===== src/rtl/core/pnc_pkg.sv =====
package pnc_pkg;

    // Store geometry
    localparam int PAL_DEPTH = 256;
    localparam int IDX_W     = (PAL_DEPTH > 1) ? $clog2(PAL_DEPTH) : 1;
    localparam int CNT_W     = $clog2(PAL_DEPTH + 1);
    localparam int SZ_W      = 9;
    localparam int SPAN_W    = (CNT_W > SZ_W) ? CNT_W : SZ_W;
    localparam int DIST_W    = 18;
    localparam int SQ_W      = 16;

    localparam logic [SZ_W-1:0] SIZE_RESET = SZ_W'(256);
    localparam int RESERVED_BIT = 0;

    // Request codes
    typedef enum logic [1:0] {
        REQ_WRITE   = 2'd0,
        REQ_ANIMATE = 2'd1,
        REQ_READ    = 2'd2,
        REQ_SEARCH  = 2'd3
    } req_code_t;

    // Result status codes
    typedef enum logic [1:0] {
        ST_DONE  = 2'd0,
        ST_RANGE = 2'd1,
        ST_SKIP  = 2'd2
    } status_t;

    // Sequencer states
    typedef enum logic [1:0] {
        S_IDLE,
        S_ACCESS,
        S_SCAN,
        S_OUT
    } seq_state_t;

    typedef struct packed {
        logic [7:0] flags;
        logic [7:0] blue;
        logic [7:0] green;
        logic [7:0] red;
    } entry_t;

    // Palette memory command
    typedef struct packed {
        logic             we;
        logic [IDX_W-1:0] waddr;
        entry_t           wdata;
        logic             re;
        logic [IDX_W-1:0] raddr;
    } mem_cmd_t;

    // Squared channel differences
    typedef struct packed {
        logic [SQ_W-1:0] r;
        logic [SQ_W-1:0] g;
        logic [SQ_W-1:0] b;
    } sq_t;

    typedef struct packed {
        status_t           status;
        entry_t            ent;
        logic [7:0]        near_idx;
        logic [DIST_W-1:0] near_dist;
    } result_t;

endpackage


===== src/rtl/core/pnc_dist.sv =====
module pnc_dist (
    input  logic            clk,
    input  pnc_pkg::entry_t ent,
    input  pnc_pkg::entry_t tgt,
    output pnc_pkg::sq_t    sq
);
    import pnc_pkg::*;

    logic [7:0] dr;
    logic [7:0] dg;
    logic [7:0] db;
    sq_t        sq_reg;

    // Absolute channel differences
    always_comb
    begin
        dr = (ent.red   > tgt.red)   ? ent.red   - tgt.red   : tgt.red   - ent.red;
        dg = (ent.green > tgt.green) ? ent.green - tgt.green : tgt.green - ent.green;
        db = (ent.blue  > tgt.blue)  ? ent.blue  - tgt.blue  : tgt.blue  - ent.blue;
    end

    // Squares, registered
    always_ff @(posedge clk)
    begin
        sq_reg.r <= SQ_W'(dr) * SQ_W'(dr);
        sq_reg.g <= SQ_W'(dg) * SQ_W'(dg);
        sq_reg.b <= SQ_W'(db) * SQ_W'(db);
    end

    assign sq = sq_reg;

endmodule

===== config.mk =====
export PLATFORM = sky130hd
export DESIGN_NAME = pnc_dist
export DESIGN_NICKNAME = d
export VERILOG_FILES = /design/src/rtl/core/pnc_pkg.sv /design/src/rtl/core/pnc_dist.sv
export SDC_FILE = /design/constraint.sdc
export NUM_CORES = 1
export LEC_CHECK = 0
export ABC_AREA = 1
export BUFFER_PORTS_ARGS = -buffer_cell sky130_fd_sc_hd__buf_2
export CORE_MARGIN = 8
export CORE_UTILIZATION = 60
export DETAILED_ROUTE_END_ITERATION = 10
export GPL_TIMING_DRIVEN = 0
export HOLD_SLACK_MARGIN = 0.05
export PLACE_DENSITY_LB_ADDON = 0.2
export SETUP_SLACK_MARGIN = 0.2
export SYNTH_ARGS = -nofsm -noshare
export SYNTH_HDL_FRONTEND = slang
export SYNTH_SLANG_ARGS = --single-unit

===== constraint.sdc =====
create_clock -name clk -period 8.4 [get_ports clk]
set_clock_uncertainty 0.15 [all_clocks]
set_input_delay 0.84 -clock clk [delete_from_list [all_inputs] [get_ports clk]]
set_output_delay 0.84 -clock clk [all_outputs]
set_load 0.02 [all_outputs]

==> metrics.txt <==
# TYPE chip_impl_metric gauge
chip_impl_info{name="status",value="finished clean"} 1
chip_impl_metric{name="drc_errors",unit=""} 0
chip_impl_info{name="crit_top_cell",value="sky130_fd_sc_hd__nand2_1"} 1
chip_impl_metric{name="timing.final.hold_violations",unit=""} 0
chip_impl_metric{name="synth_cell_type_count",unit=""} 39
chip_impl_metric{name="max-cap-violations",unit=""} 0
chip_impl_metric{name="synth_top_cell_area_share",unit="%"} 20.27
chip_impl_metric{name="grt_pass1_wl",unit="µm"} 29080
chip_impl_metric{name="share_of_flip_flops_with_an_asynchronous_set_or_reset",unit="%"} 0
chip_impl_metric{name="cts.sink_count",unit=""} 45
chip_impl_metric{name="yosys_synthesis_warning_count",unit=""} 0
chip_impl_metric{name="post-route-min-period",unit="ps"} 6172
chip_impl_info{name="crit_path_end_kind",value="flop"} 1
chip_impl_info{name="leading_cell_type_by_number_of_instances_after_synthesis",value="sky130_fd_sc_hd__inv_1"} 1
chip_impl_metric{name="design.die.area",unit="µm²"} 17690
chip_impl_metric{name="worst_path_largest_cell_delay",unit="ps"} 540
chip_impl_metric{name="hold_slack",unit="ps"} 977.3
chip_impl_metric{name="numCtsBuffers",unit=""} 5
chip_impl_info{name="cts-root-buf",value="sky130_fd_sc_hd__clkbuf_16"} 1
chip_impl_metric{name="final.setup.tns",unit="ps"} 0
chip_impl_metric{name="postSynthCellCount",unit=""} 1099
chip_impl_metric{name="fp.dieW",unit="µm"} 133.0
chip_impl_metric{name="detailedPlacementHpwl",unit="µm"} 13900
chip_impl_metric{name="worst_ep_required_time",unit="ps"} 8450
chip_impl_metric{name="yosysSeqAreaShare",unit="%"} 10.97
chip_impl_metric{name="port-buffer-count",unit=""} 93
chip_impl_metric{name="firstDrtPassIters",unit=""} 6
chip_impl_info{name="post_synth_main_area_contributors",value="sky130_fd_sc_hd__ha_1 (20%), sky130_fd_sc_hd__fa_1 (19%), sky130_fd_sc_hd__dfxtp_1 (11%)"} 1
chip_impl_metric{name="postSynthAreaPerCell",unit="µm²"} 7.472
chip_impl_metric{name="gpl.final_weighted_congestion",unit=""} 0.8367
chip_impl_metric{name="finalSetupViolations",unit=""} 0
chip_impl_metric{name="htree_levels",unit=""} 2
chip_impl_metric{name="cp.arrival",unit="ps"} 6230
chip_impl_metric{name="fillers",unit=""} 1160
chip_impl_info{name="ys_dominant_reg_cell",value="sky130_fd_sc_hd__dfxtp_1"} 1
chip_impl_metric{name="drt-total-wl",unit="µm"} 15870
chip_impl_info{name="worstSetupPathType",value="input port to flop"} 1
chip_impl_metric{name="multi_input_area",unit="µm²"} 6260
chip_impl_metric{name="synth-seq-cells",unit=""} 45
chip_impl_metric{name="post_cts.repair.setup_buffers",unit=""} 0
chip_impl_metric{name="num_vias",unit=""} 6733
chip_impl_metric{name="initialDrtViolationCount",unit=""} 310
chip_impl_metric{name="synth_edf_count",unit=""} 0
chip_impl_info{name="synth.largest_area_cell",value="sky130_fd_sc_hd__ha_1"} 1
chip_impl_metric{name="post_drt_via_cell_ratio",unit=""} 4.886
chip_impl_metric{name="drt.antenna.violating_nets",unit=""} 0
chip_impl_metric{name="gr-total-overflow",unit=""} 0
chip_impl_metric{name="area_taken_by_flip_flops_and_latches",unit="µm²"} 900.9
chip_impl_metric{name="numnets_final",unit=""} 1478
chip_impl_info{name="worst_setup_path_start_kind",value="input port"} 1
chip_impl_metric{name="post_synth_instance_area",unit="µm²"} 8212
chip_impl_info{name="startpoint",value="ent[0]"} 1
chip_impl_metric{name="layout.cells.non_filler",unit=""} 1378
chip_impl_metric{name="cts_resized",unit=""} 0
chip_impl_metric{name="clk_transition_reported_paths",unit="ps"} 70
chip_impl_metric{name="grt_pass1_vias",unit=""} 6852
chip_impl_metric{name="layout_overhead_on_the_synthesized_area",unit="%"} 10.48
chip_impl_metric{name="fmax",unit="GHz"} 0.1620
chip_impl_info{name="crit_path_top_delay_cell",value="sky130_fd_sc_hd__fa_1"} 1
chip_impl_metric{name="final.period_utilization",unit="%"} 73.48
chip_impl_metric{name="largest_register_ffs",unit=""} 45
chip_impl_metric{name="grt_util_all_layers",unit="%"} 19.00
chip_impl_info{name="setup.worst_path.end",value="sq[46]"} 1
chip_impl_metric{name="max_buffers_root_to_sink",unit=""} 2
chip_impl_metric{name="wl_per_cell",unit="µm"} 11.52
chip_impl_metric{name="area_of_the_core",unit="µm²"} 13300
chip_impl_metric{name="fin_max_slew_vios",unit=""} 0
chip_impl_info{name="cts_tree",value="yes"} 1
chip_impl_metric{name="antenna_found_initial",unit=""} 0
chip_impl_metric{name="finalCoreUtilization",unit="%"} 68.24
chip_impl_metric{name="place.detailed.instances",unit=""} 1370
chip_impl_metric{name="layout-drive-gt1-share",unit="%"} 15.22
chip_impl_metric{name="critical_path_fanout_max",unit=""} 9
chip_impl_info{name="synth.top_cells.by_count",value="sky130_fd_sc_hd__inv_1 (235), sky130_fd_sc_hd__nand2_1 (207), sky130_fd_sc_hd__ha_1 (133)"} 1
chip_impl_info{name="hold_path.class",value="input port to flop"} 1
chip_impl_metric{name="die_h",unit="µm"} 133.0
chip_impl_metric{name="grt_max_degree",unit=""} 15
chip_impl_metric{name="cts_hold_buffers",unit=""} 0
chip_impl_metric{name="total_number_of_placement_rows",unit=""} 42
chip_impl_metric{name="antenna_cells",unit=""} 0
chip_impl_metric{name="initial_utilization",unit="%"} 61.76
chip_impl_info{name="grt_setup_unrepaired",value="false"} 1
chip_impl_metric{name="ioPinCount",unit=""} 113
[cells in the final DEF (no fill, tap or decap), drive strengths merged, types with 2 or more instances in the layout]
| master | n |
|---|---|
| xnor2 | 30 |
| inv | 250 |
| a21o | 3 |
| clkbuf | 9 |
| dfxtp | 45 |
| ha | 133 |
| nand3 | 44 |
| nor3 | 8 |
| a211oi | 3 |
| a21oi | 57 |
| o21bai | 5 |
| fa | 79 |
| nand4 | 7 |
| xor2 | 40 |
| nand2 | 242 |
| conb | 3 |
| nor2 | 104 |
| o21ai | 25 |
| buf | 106 |
| a21boi | 2 |
[metrics by stage]
stage	instance area, µm²	setup slack (ps)
floorplan	8219	2531
global placement	8905	1968
detailed placement	8905	1885
CTS	9072	2185
global route	9072	1529
finish	9072	2228
[worst max-delay path, delay by kind of cell]
family                   cells  cell delay, ps
adder cells (fa/ha/maj)      6            2460
AND/OR/NAND/NOR             11            1150
AO/OA/AOI/OAI                5             920
buffers and inverters        6             470
XOR/XNOR                     2             380
[worst min path at each step]
| stage | endpoint | cells after the start | startpoint | slack (ps) |
|---|---|---|---|---|
| 5_1_grt | sq[32] | 3 | tgt[0] | 1020 |
| 3_3_place_gp | sq[8] | 1 | sq[8] | 1110 |
| 6_report | sq[32] | 3 | tgt[0] | 980 |
| 3_5_place_dp | sq[39] | 1 | sq[39] | 1110 |
| 4_1_cts | sq[32] | 3 | tgt[0] | 960 |
| 2_1_floorplan | sq[0] | 0 | sq[0] | 1030 |
[logic make-up (layout without fill, tap and decap cells)]
| group | Yosys count | after routing | synth area share [%] |
|---|---|---|---|
| simple gates | 407 | 407 | 22.43 |
| fa+ha+maj | 212 | 212 | 39.52 |
| flops | 45 | 45 | 10.97 |
| compound gates | 97 | 97 | 6.552 |
| mux | 1 | 1 | 0.1219 |
| other cells | 1 | 3 | 0.04567 |
| xor+xnor | 70 | 70 | 7.466 |
| buf+inv | 266 | 367 | 12.89 |
[layout make-up]
type	instances	area share, %
Multi-Input combinational cell	790	69.00
Clock inverter	2	0.4275
Clock buffer	6	1.420
Tap cell	176	2.427
Sequential cell	45	9.930
Inverter	250	10.43
Buffer	16	1.241
Timing Repair Buffer	93	5.130
[metal layers]
metal	up-vias	wire, µm	share of wire, %	global-route usage (%)
li1	3531	-	-	-
met2	104	7679	48	34.07
met1	3085	7333	46	23.22
met5	-	0	0	0
met3	13	688	4.3	3.407
met4	0	168	1.1	3.659
Power is left out: the tool's default activity adds up to more than one toggle a clock period on the data nets, which glitch-free logic cannot reach.
